**src/sv/utf8v_pkg.sv**
```systemverilog
// ----------------------------------------------------------------------------
// utf8v_pkg
// Shared types and constants for the UTF-8 stream validator: beat payloads,
// lead byte classes, continuation range rules and queue sizing.
// ----------------------------------------------------------------------------
package utf8v_pkg;

  localparam int unsigned CountW   = 16;
  localparam logic [CountW-1:0] MaxBytes = 16'hFFFF;

  localparam int unsigned FifoDepth = 4;
  localparam int unsigned FifoPtrW  = $clog2(FifoDepth);
  localparam int unsigned FifoCntW  = $clog2(FifoDepth + 1);

  typedef enum logic [2:0] {
    RULE_PLAIN = 3'd0,
    RULE_A0_BF = 3'd1,
    RULE_80_9F = 3'd2,
    RULE_90_BF = 3'd3,
    RULE_80_8F = 3'd4
  } utf8v_rule_e;

  localparam int unsigned NumRules = 5;

  typedef enum logic [2:0] {
    LEAD_ASCII,
    LEAD_TWO,
    LEAD_THREE,
    LEAD_FOUR,
    LEAD_BAD
  } utf8v_lead_e;

  typedef struct packed {
    logic [7:0] data_byte;
    logic       has_byte;
    logic       last;
  } utf8v_in_t;

  typedef struct packed {
    logic              status;
    logic [CountW-1:0] error_position;
  } utf8v_out_t;

  // classified beat handed from front to back
  typedef struct packed {
    logic                has_byte;
    logic                last;
    utf8v_lead_e         lead;
    utf8v_rule_e         rule;
    logic [NumRules-1:0] cont_ok;
  } utf8v_entry_t;

endpackage

```
**src/sv/utf8v_front.sv**
```systemverilog
// ----------------------------------------------------------------------------
// utf8v_front
// Accepts input beats and classifies each byte: lead class, second byte
// rule for the lead, and range checks against every continuation rule.
// ----------------------------------------------------------------------------
module utf8v_front (
  input  logic                    in_valid_i,
  output logic                    in_stall_o,
  input  utf8v_pkg::utf8v_in_t    in_data_i,
  input  logic                    q_full_i,
  output logic                    q_push_o,
  output utf8v_pkg::utf8v_entry_t q_data_o
);
  import utf8v_pkg::*;

  logic [7:0] b;

  assign b          = in_data_i.data_byte;
  assign in_stall_o = q_full_i;
  assign q_push_o   = in_valid_i && !q_full_i;

  always_comb begin
    q_data_o          = '0;
    q_data_o.has_byte = in_data_i.has_byte;
    q_data_o.last     = in_data_i.last;
    q_data_o.rule     = RULE_PLAIN;
    q_data_o.lead     = LEAD_BAD;
    if (b <= 8'h7F) begin
      q_data_o.lead = LEAD_ASCII;
    end else if (b >= 8'hC2 && b <= 8'hDF) begin
      q_data_o.lead = LEAD_TWO;
    end else if (b >= 8'hE0 && b <= 8'hEF) begin
      q_data_o.lead = LEAD_THREE;
      if (b == 8'hE0) q_data_o.rule = RULE_A0_BF;
      else if (b == 8'hED) q_data_o.rule = RULE_80_9F;
    end else if (b >= 8'hF0 && b <= 8'hF4) begin
      q_data_o.lead = LEAD_FOUR;
      if (b == 8'hF0) q_data_o.rule = RULE_90_BF;
      else if (b == 8'hF4) q_data_o.rule = RULE_80_8F;
    end
    q_data_o.cont_ok[RULE_PLAIN] = (b >= 8'h80 && b <= 8'hBF);
    q_data_o.cont_ok[RULE_A0_BF] = (b >= 8'hA0 && b <= 8'hBF);
    q_data_o.cont_ok[RULE_80_9F] = (b >= 8'h80 && b <= 8'h9F);
    q_data_o.cont_ok[RULE_90_BF] = (b >= 8'h90 && b <= 8'hBF);
    q_data_o.cont_ok[RULE_80_8F] = (b >= 8'h80 && b <= 8'h8F);
  end

endmodule

```
**src/sv/utf8v_fifo.sv**
```systemverilog
// ----------------------------------------------------------------------------
// utf8v_fifo
// Short queue of classified beats between the front and back parts.
// ----------------------------------------------------------------------------
module utf8v_fifo (
  input  logic                    clk_i,
  input  logic                    rst_ni,
  input  logic                    push_i,
  input  utf8v_pkg::utf8v_entry_t push_data_i,
  output logic                    full_o,
  input  logic                    pop_i,
  output logic                    empty_o,
  output utf8v_pkg::utf8v_entry_t pop_data_o
);
  import utf8v_pkg::*;

  utf8v_entry_t        mem_q [FifoDepth];
  logic [FifoPtrW-1:0] wr_ptr_q, wr_ptr_d;
  logic [FifoPtrW-1:0] rd_ptr_q, rd_ptr_d;
  logic [FifoCntW-1:0] cnt_q, cnt_d;
  logic                do_push, do_pop;

  assign full_o     = (cnt_q == FifoCntW'(FifoDepth));
  assign empty_o    = (cnt_q == '0);
  assign pop_data_o = mem_q[rd_ptr_q];
  assign do_push    = push_i && !full_o;
  assign do_pop     = pop_i && !empty_o;

  always_comb begin
    wr_ptr_d = wr_ptr_q;
    rd_ptr_d = rd_ptr_q;
    cnt_d    = cnt_q;
    if (do_push) begin
      wr_ptr_d = (wr_ptr_q == FifoPtrW'(FifoDepth - 1)) ? '0 : wr_ptr_q + 1'b1;
    end
    if (do_pop) begin
      rd_ptr_d = (rd_ptr_q == FifoPtrW'(FifoDepth - 1)) ? '0 : rd_ptr_q + 1'b1;
    end
    if (do_push && !do_pop) cnt_d = cnt_q + 1'b1;
    else if (!do_push && do_pop) cnt_d = cnt_q - 1'b1;
  end

  always_ff @(posedge clk_i or negedge rst_ni) begin
    if (!rst_ni) begin
      wr_ptr_q <= '0;
      rd_ptr_q <= '0;
      cnt_q    <= '0;
    end else begin
      wr_ptr_q <= wr_ptr_d;
      rd_ptr_q <= rd_ptr_d;
      cnt_q    <= cnt_d;
    end
  end

  always_ff @(posedge clk_i) begin
    if (do_push) begin
      mem_q[wr_ptr_q] <= push_data_i;
    end
  end

endmodule

```
**src/sv/utf8v_back.sv**
```systemverilog
// ----------------------------------------------------------------------------
// utf8v_back
// Tracks sequence state per classified beat and registers the result of
// each string into the output slot.
// ----------------------------------------------------------------------------
module utf8v_back (
  input  logic                    clk_i,
  input  logic                    rst_ni,
  input  logic                    q_empty_i,
  input  utf8v_pkg::utf8v_entry_t q_data_i,
  output logic                    q_pop_o,
  output logic                    out_valid_o,
  input  logic                    out_stall_i,
  output utf8v_pkg::utf8v_out_t   out_data_o
);
  import utf8v_pkg::*;

  logic [CountW-1:0] cnt_q, cnt_d;
  logic [CountW-1:0] lead_q, lead_d;
  logic [1:0]        pend_q, pend_d;
  utf8v_rule_e       rule_q, rule_d;
  logic              err_q, err_d;
  logic [CountW-1:0] ferr_q, ferr_d;
  logic              out_valid_q, out_valid_d;
  utf8v_out_t        out_q, out_d;
  logic              take;
  logic              ok;

  assign q_pop_o     = !q_empty_i && (!out_valid_q || !out_stall_i);
  assign take        = q_pop_o;
  assign out_valid_o = out_valid_q;
  assign out_data_o  = out_q;

  always_comb begin
    case (rule_q)
      RULE_A0_BF: ok = q_data_i.cont_ok[RULE_A0_BF];
      RULE_80_9F: ok = q_data_i.cont_ok[RULE_80_9F];
      RULE_90_BF: ok = q_data_i.cont_ok[RULE_90_BF];
      RULE_80_8F: ok = q_data_i.cont_ok[RULE_80_8F];
      default:    ok = q_data_i.cont_ok[RULE_PLAIN];
    endcase
  end

  always_comb begin
    cnt_d       = cnt_q;
    lead_d      = lead_q;
    pend_d      = pend_q;
    rule_d      = rule_q;
    err_d       = err_q;
    ferr_d      = ferr_q;
    out_d       = out_q;
    out_valid_d = out_valid_q && out_stall_i;
    if (take) begin
      if (q_data_i.has_byte) begin
        if (cnt_q != MaxBytes) cnt_d = cnt_q + 1'b1;
        if (!err_q) begin
          if (pend_q != 2'd0) begin
            rule_d = RULE_PLAIN;
            if (ok) begin
              pend_d = pend_q - 1'b1;
            end else begin
              err_d  = 1'b1;
              ferr_d = lead_q;
              pend_d = 2'd0;
            end
          end else begin
            lead_d = cnt_d;
            rule_d = q_data_i.rule;
            unique case (q_data_i.lead)
              LEAD_ASCII: pend_d = 2'd0;
              LEAD_TWO:   pend_d = 2'd1;
              LEAD_THREE: pend_d = 2'd2;
              LEAD_FOUR:  pend_d = 2'd3;
              default: begin
                err_d  = 1'b1;
                ferr_d = cnt_d;
                pend_d = 2'd0;
                rule_d = RULE_PLAIN;
              end
            endcase
          end
        end
      end
      if (q_data_i.last) begin
        out_valid_d = 1'b1;
        out_d.status = err_d || (pend_d != 2'd0);
        if (err_d) out_d.error_position = ferr_d;
        else if (pend_d != 2'd0) out_d.error_position = lead_d;
        else out_d.error_position = '0;
        cnt_d  = '0;
        lead_d = '0;
        pend_d = 2'd0;
        rule_d = RULE_PLAIN;
        err_d  = 1'b0;
        ferr_d = '0;
      end
    end
  end

  always_ff @(posedge clk_i or negedge rst_ni) begin
    if (!rst_ni) begin
      cnt_q       <= '0;
      lead_q      <= '0;
      pend_q      <= 2'd0;
      rule_q      <= RULE_PLAIN;
      err_q       <= 1'b0;
      ferr_q      <= '0;
      out_valid_q <= 1'b0;
    end else begin
      cnt_q       <= cnt_d;
      lead_q      <= lead_d;
      pend_q      <= pend_d;
      rule_q      <= rule_d;
      err_q       <= err_d;
      ferr_q      <= ferr_d;
      out_valid_q <= out_valid_d;
    end
  end

  always_ff @(posedge clk_i) begin
    out_q <= out_d;
  end

endmodule

```
**src/sv/utf8_stream_validator.sv**
```systemverilog
// ----------------------------------------------------------------------------
// utf8_stream_validator
// Checks a byte string, one byte per beat, for well-formed UTF-8.
// ----------------------------------------------------------------------------
// Takes one byte per clock, sustained, while the result side keeps up. Each
// beat is classified on entry and placed in a four-beat queue; the sequence
// tracker drains that queue at one beat per cycle, unless the output is held
// stalled, into a single output register, so a string's result appears in
// the cycle after its last beat is taken. The input stalls only when the
// queue is full, which happens when the output is held stalled. Status 0
// means well formed; otherwise error_position is the 1-based position of the
// lead byte of the first bad or truncated sequence, saturating at 65535.
module utf8_stream_validator (
  input  logic                  clk_i,
  input  logic                  rst_ni,
  input  logic                  in_valid_i,
  output logic                  in_stall_o,
  input  utf8v_pkg::utf8v_in_t  in_data_i,
  output logic                  out_valid_o,
  input  logic                  out_stall_i,
  output utf8v_pkg::utf8v_out_t out_data_o
);
  import utf8v_pkg::*;

  utf8v_entry_t push_data, pop_data;
  logic         push, pop, full, empty;

  utf8v_front u_front (
    .in_valid_i (in_valid_i),
    .in_stall_o (in_stall_o),
    .in_data_i  (in_data_i),
    .q_full_i   (full),
    .q_push_o   (push),
    .q_data_o   (push_data)
  );

  utf8v_fifo u_fifo (
    .clk_i       (clk_i),
    .rst_ni      (rst_ni),
    .push_i      (push),
    .push_data_i (push_data),
    .full_o      (full),
    .pop_i       (pop),
    .empty_o     (empty),
    .pop_data_o  (pop_data)
  );

  utf8v_back u_back (
    .clk_i       (clk_i),
    .rst_ni      (rst_ni),
    .q_empty_i   (empty),
    .q_data_i    (pop_data),
    .q_pop_o     (pop),
    .out_valid_o (out_valid_o),
    .out_stall_i (out_stall_i),
    .out_data_o  (out_data_o)
  );

endmodule
```
**config.mk**
```make
export PLATFORM = sky130hd
export DESIGN_NAME = utf8_stream_validator
export DESIGN_NICKNAME = d
export VERILOG_FILES = /design/src/sv/utf8v_pkg.sv /design/src/sv/utf8v_front.sv /design/src/sv/utf8v_fifo.sv /design/src/sv/utf8v_back.sv /design/src/sv/utf8_stream_validator.sv
export SDC_FILE = /design/constraint.sdc
export NUM_CORES = 1
export LEC_CHECK = 0
export BUFFER_PORTS_ARGS = -buffer_cell sky130_fd_sc_hd__buf_2
export CORE_MARGIN = 2
export CORE_UTILIZATION = 60
export CTS_BUF_LIST = sky130_fd_sc_hd__clkbuf_8
export DETAILED_ROUTE_END_ITERATION = 8
export HOLD_SLACK_MARGIN = 0.08
export PLACE_DENSITY = 0.78
export SLEW_MARGIN = 0
export SYNTH_ARGS = -nofsm -noshare
export SYNTH_HDL_FRONTEND = slang
export SYNTH_SLANG_ARGS = --single-unit
```
**constraint.sdc**
```tcl
create_clock -name clk_i -period 4 [get_ports clk_i]
set_input_delay 0.6 -clock clk_i [delete_from_list [all_inputs] [get_ports clk_i]]
set_output_delay 0.6 -clock clk_i [all_outputs]
set_load 0.03 [all_outputs]
```
* After elaboration in Yosys (flattened, before gate mapping)
Memories as Yosys holds them, arrays and structs flattened.
Cells that the tools add are included.
** Operators by class
- $add $sub $neg :: 6
- Order comparisons :: 13
- Eq/ne operators :: 16
- Muxes and demuxes :: 53
- Reduce and logical (&&, ||, !) cells :: 33
** Operators with widths (count)
- $mux 16 :: 15
- $ge 8x8->1 const B :: 6
- $le 8x8->1 const B :: 6
- $mux 3 :: 14
- $eq 8x8->1 const B :: 4
- $mux 2 :: 9
- $add 16x1->16 const B :: 1
- $ne 16x16->1 const B :: 1
- $logic_and 1x1->1 :: 15
- $eq 3x2->1 const B :: 4
- $mux 6 :: 2
- $mux 1 :: 11
- $le 8x7->1 const B :: 1
- $reduce_bool 2->1 :: 4
- $eq 3x1->1 const B :: 2
- $eq 3x3->1 const B :: 2
- $logic_not 1->1 :: 6
- $logic_not 3->1 :: 2
- $pmux 2 s3 :: 1
- $add 2x1->2 const B :: 2
- $eq 2x2->1 const B :: 2
- $pmux 1 s4 :: 1
- $reduce_and 2->1 :: 2
- $reduce_or 4->1 :: 1
- 6 further kinds :: 7
** Storage, ports and cells
- Bits in registers :: 79
- Bits in writable memories :: 52
- Input bits :: 14
- Memories kept :: 1
** Memory list
- u_fifo.mem_q :: depth 4, bits a word 13, read ports 1, clocked after memory_dff 0, wr ports 1, line utf8v_fifo.sv:17 : utf8v_entry_t mem_q [FifoDepth];

* Longest topological paths before layout
- Depth in word-level cells :: 10
- Gate-level depth with buffers :: 10
- Depth with buffers taken out :: 9

* Cells and area by module
From an unflattened synthesis, not the netlist that was laid out.
** Second synthesis, totals
- Cell total of the unflattened synthesis :: 606
- Area total of the unflattened synthesis :: 6819.0 um^2
** Modules (own cells, without submodules)
- utf8v_back :: times used 1, cells an instance 473, area each 4322.9 um^2, sequential area each 1886.8 um^2
- utf8v_fifo :: times used 1, cells an instance 105, area each 2318.5 um^2, sequential area each 1736.7 um^2
- utf8v_front :: times used 1, cells an instance 28, area each 177.7 um^2, sequential area each 0.0 um^2

* Worst setup path after synthesis
No wires, ideal clock.
- Path type :: register to register
- Start point :: register u_fifo.rd_ptr_q[0]
- End point :: register u_back.out_q (netlist bit u_back.out_data_o[10]), data pin
- Arrival time :: 2.399 ns
- Required time :: 3.729 ns
- Slack :: 1.330 ns
- Cell stages (with the launch flop) :: 10
- Path buffers :: 3
- Path through :: dfrtp_1 buf_6 mux4_2 nand2b_1 a32o_2 or4_4 buf_6 buf_6 o221ai_2 o22ai_1
** On the way
- Longest elaborated chain between the ends :: 10
** RTL lines
- from (decl) :: line utf8v_fifo.sv:19 : logic [FifoPtrW-1:0] rd_ptr_q, rd_ptr_d;
- from (signal assigned) :: line utf8v_fifo.sv:50 : rd_ptr_q <= rd_ptr_d;
- $mem_v2 4x13 *
- $eq 3x2->1 (tied with other cells) :: line utf8v_back.sv:69 : unique case (q_data_i.lead)
- $pmux 2 s3 / $mux 2 (equally long branches) :: line utf8v_back.sv:69, utf8v_back.sv:59
- $mux 2 :: line utf8v_back.sv:57 : if (pend_q != 2'd0) begin
- $mux 2 :: line utf8v_back.sv:56 : if (!err_q) begin
- $mux 2 :: line utf8v_back.sv:54 : if (q_data_i.has_byte) begin
- $mux 2 :: line utf8v_back.sv:53 : if (take) begin
- $reduce_bool 2->1 :: line utf8v_back.sv:88 : else if (pend_d != 2'd0) out_d.error_position = lead_d;
- $mux 16 :: line utf8v_back.sv:88
- $mux 16 * :: line utf8v_back.sv:87 : if (err_d) out_d.error_position = ferr_d;
- to (signal assigned) :: line utf8v_back.sv:121 : out_q <= out_d;
- to (decl) :: line utf8v_back.sv:25 : utf8v_out_t out_q, out_d;
Every way passes the cells marked *; elsewhere a longest branch is shown, timed or not. The select of a mux whose other input is x is not followed.
A chain may end at the register's enable or synchronous reset.

* Final worst setup path
- Start point :: register u_fifo.rd_ptr_q[0]
- End point :: register u_back.out_q (netlist bit u_back.out_data_o[6]), data pin
The elaborated chain is that of the path after synthesis.

==> flow_summary.json <==
{
  "status": "finished clean",
  "synth_cell_types": 61,
  "crit_arrival_ps": 3590,
  "drt-pass1-iter-count": 5,
  "synth_commonest_cells": "nand2_1 (81), edfxtp_1 (69), dfrtp_1 (62)",
  "holdCritPathClass": "in -> async",
  "period_minus_slack_ps": 3435,
  "cts_buffer_depth": 2,
  "dpl_cell_area_um2": 6573,
  "initial_utilization_pct": 61.43,
  "slew_headroom_pct": 33.26,
  "fmax_mhz": 291.1,
  "clkLatencyLatePin_ps": 440,
  "synth_edf_count": 69,
  "num-nets-final": 595,
  "p_total_mw": 5.770,
  "hold_viol_final": 0,
  "grtUsageTotal_pct": 26.33,
  "synth_area_um2": 6314,
  "start_kind": "flip-flop",
  "cp-end-kind": "flip-flop",
  "synth_top_area_share_pct": 32.82,
  "cp.required_ps": 4150,
  "place_congestion": 0.8431,
  "wire_per_inst_um": 18.92,
  "netlist.top_cell.by_area": "edfxtp_1",
  "core-area_um2": 10280,
  "ys_warn_count": 0,
  "yosysMostFrequentCell": "nand2_1",
  "cts-buffers-inserted": 17,
  "critical_path.max_fanout": 17,
  "antenna_found_initial": 0,
  "cts-root-buf": "clkbuf_8",
  "area_growth_pct": 11.04,
  "tightestPinTransition_ps": 988.2,
  "maxCapViolations": 0,
  "finalMaxSlewViolations": 0,
  "grt_max_degree": 41,
  "dr.first_iter.drc_count": 370,
  "synth_cells": 541,
  "num_rows": 37,
  "synthMuxAreaShare_pct": 5.767,
  "die_area_um2": 11360,
  "overflow": 0,
  "stdcell_area_um2": 7010,
  "path_clk_slew_ps": 80,
  "grt_pass1_vias": 4454,
  "cts_tree": "done",
  "met1_usage_pct": 38.29,
  "finalSetupViolations": 0,
  "synth-simple-area-share_pct": 13.83,
  "avgViaCountPerCell": 6.374,
  "num_io_pins": 33,
  "synth-compound-area-share_pct": 17.14,
  "crit_type": "reg -> reg",
  "die_w_um": 106.6,
  "grt-busiest-layer": "met2",
  "cts-resized-gates": 0,
  "async_flop_share_pct": 47.33,
  "io_buffers": 32,
  "htreeDepth": 4,
  "fillers": 759,
  "path_cells": "buf_4, mux4_2, a32o_1, o311ai_1, a21boi_2, o22ai_1",
  "utilization_pct": 68.21,
  "yosysSeqAreaShare_pct": 57.39,
  "cts_setup_buffers": 0,
  "ant_nets": 0,
  "synth_fa_ha_area_share_pct": 1.902,
  "met3_usage_pct": 7.842,
  "grt_pass1_wl_mm": 22.60,
  "synth_area_leaders": "edfxtp_1 (33%), dfrtp_1 (25%), nand2_1 (4.8%)",
  "slowest_stage": "a21boi_2",
  "fin_crit_sh_pct": 85.89,
  "rsz0062_at_grt": "no",
  "synth-seq-cells": 131,
  "hold_ws_ps": 130.6,
  "fp.dieH_um": 106.6,
  "synth_fp_nets": 564,
  "tns_ps": 0,
  "critPathMaxStageDelay_ps": 730,
  "synth_top_family_by_area": "compound AO/OA/AOI/OAI gates",
  "powerDensity_nw_per_um2": 823.1,
  "clock_skew_ps": 10.52,
  "syn_area_per_cell_um2": 11.67,
  "grt.met2_usage_pct": 38.35,
  "synth-main-ff-cell": "edfxtp_1",
  "drive_gt1_share_pct": 17.95,
  "irDropWorstVdd_uv": 480.7,
  "routed_wl_mm": 13.64,
  "dpl.hpwl_mm": 9.065,
  "dr_total_vias": 4596,
  "route.detailed.drc": 0,
  "clkSinkCount": 131,
  "synthXorXnorAreaFrac_pct": 0.6936,
  "n_antenna_cell": 0,
  "p_leak_nw": 2.651,
  "postCtsHoldBufs": 0
}
==> placed cells by master, fill, tap and decap left out, drive strengths merged, types with 7 or more instances in the layout <==
master,instances
a21o,9
nand2,81
nand4,9
a22o,9
mux4,12
or4,7
dfrtp,62
ha,8
edfxtp,69
inv,18
o211ai,8
nand3,21
o22ai,16
clkbuf,17
and2,12
o21ai,57
o221ai,12
buf,43
nor2,20
nand2b,7
==> critical path: cells and delay by family (launching register included) <==
| kind | cells | cell delay (ps) |
|---|---|---|
| AO/OA/AOI/OAI | 4 | 1650 |
| flip-flops | 1 | 690 |
| multiplexers | 1 | 530 |
| buffers and inverters | 1 | 280 |
==> per-stage QoR <==
| step | cells | setup WS, ps |
|---|---|---|
| final | 721 | 564.6 |
| after global routing | 721 | 285.8 |
| after global placement | 689 | 694.9 |
| after floorplan | 541 | 1330 |
| after detailed placement | 689 | 572.3 |
| after CTS | 721 | 553.8 |
==> state kept, by name, indices dropped and copies added, names as in the netlist, 3 cells and up <==
name,cells
u_fifo.mem_q,52
u_back.out_data_o,17
u_back.cnt_q,16
u_back.ferr_q,16
u_back.lead_q,16
u_back.rule_q,3
u_fifo.cnt_q,3
==> path summary, 6_finish.rpt <==
path / start / end / slack [ps] / depth (start not counted)
max reg2reg: u_fifo.rd_ptr_q[0]$_DFFE_PN0P_ / u_back.out_data_o[6]$_DFFE_PP_ / 560 / 6
max in group asynchronous: rst_ni / u_fifo.rd_ptr_q[1]$_DFFE_PN0P_ / 2960 / 2
max: u_fifo.rd_ptr_q[0]$_DFFE_PN0P_ / u_back.out_data_o[6]$_DFFE_PP_ / 560 / 6
min reg2reg: u_back.ferr_q[13]$_DFFE_PN0P_ / u_back.ferr_q[13]$_DFFE_PN0P_ / 500 / 2
min in group clk_i: in_data_i[0] / u_fifo.mem_q[1][11]$_DFFE_PP_ / 370 / 1
min: rst_ni / u_back.cnt_q[10]$_DFFE_PN0P_ / 130 / 1
==> kinds of logic after synthesis <==
| kind of cell | after synthesis |
|---|---|
| AND/OR/NAND/NOR | 182 |
| AO/OA/AOI/OAI | 148 |
| adder cells (fa/ha/maj) | 9 |
| multiplexers | 21 |
| XOR/XNOR | 5 |
| flip-flops | 131 |
| buffers and inverters | 45 |
==> area by class of cell <==
type | count | area [um2] | area share [%]
Inverter | 14 | 52.55 | 0.7496
Clock buffer | 17 | 234.0 | 3.337
Multi-Input combinational cell | 365 | 2484 | 35.43
Timing Repair Buffer | 43 | 242.7 | 3.462
Tap cell | 136 | 170.2 | 2.427
Sequential cell | 131 | 3623 | 51.69
Clock inverter | 15 | 203.9 | 2.909
==> per-layer routing <==
| metal | part of all wire, % | vias up |
|---|---|---|
| met5 | 0 | - |
| met4 | 1.3 | 0 |
| met3 | 8.4 | 17 |
| met2 | 45 | 206 |
| met1 | 45 | 2246 |
| li1 | - | 2127 |
==> report_power, final <==
part	internal (mW)	switching (mW)	total [mW]	leakage (nW)
logic	0.858	1.68	2.53	0.959
registers	1.84	0.178	2.01	1.47
clock network	0.686	0.537	1.22	0.221
Note: power is estimated with default switching activity, not from simulation.
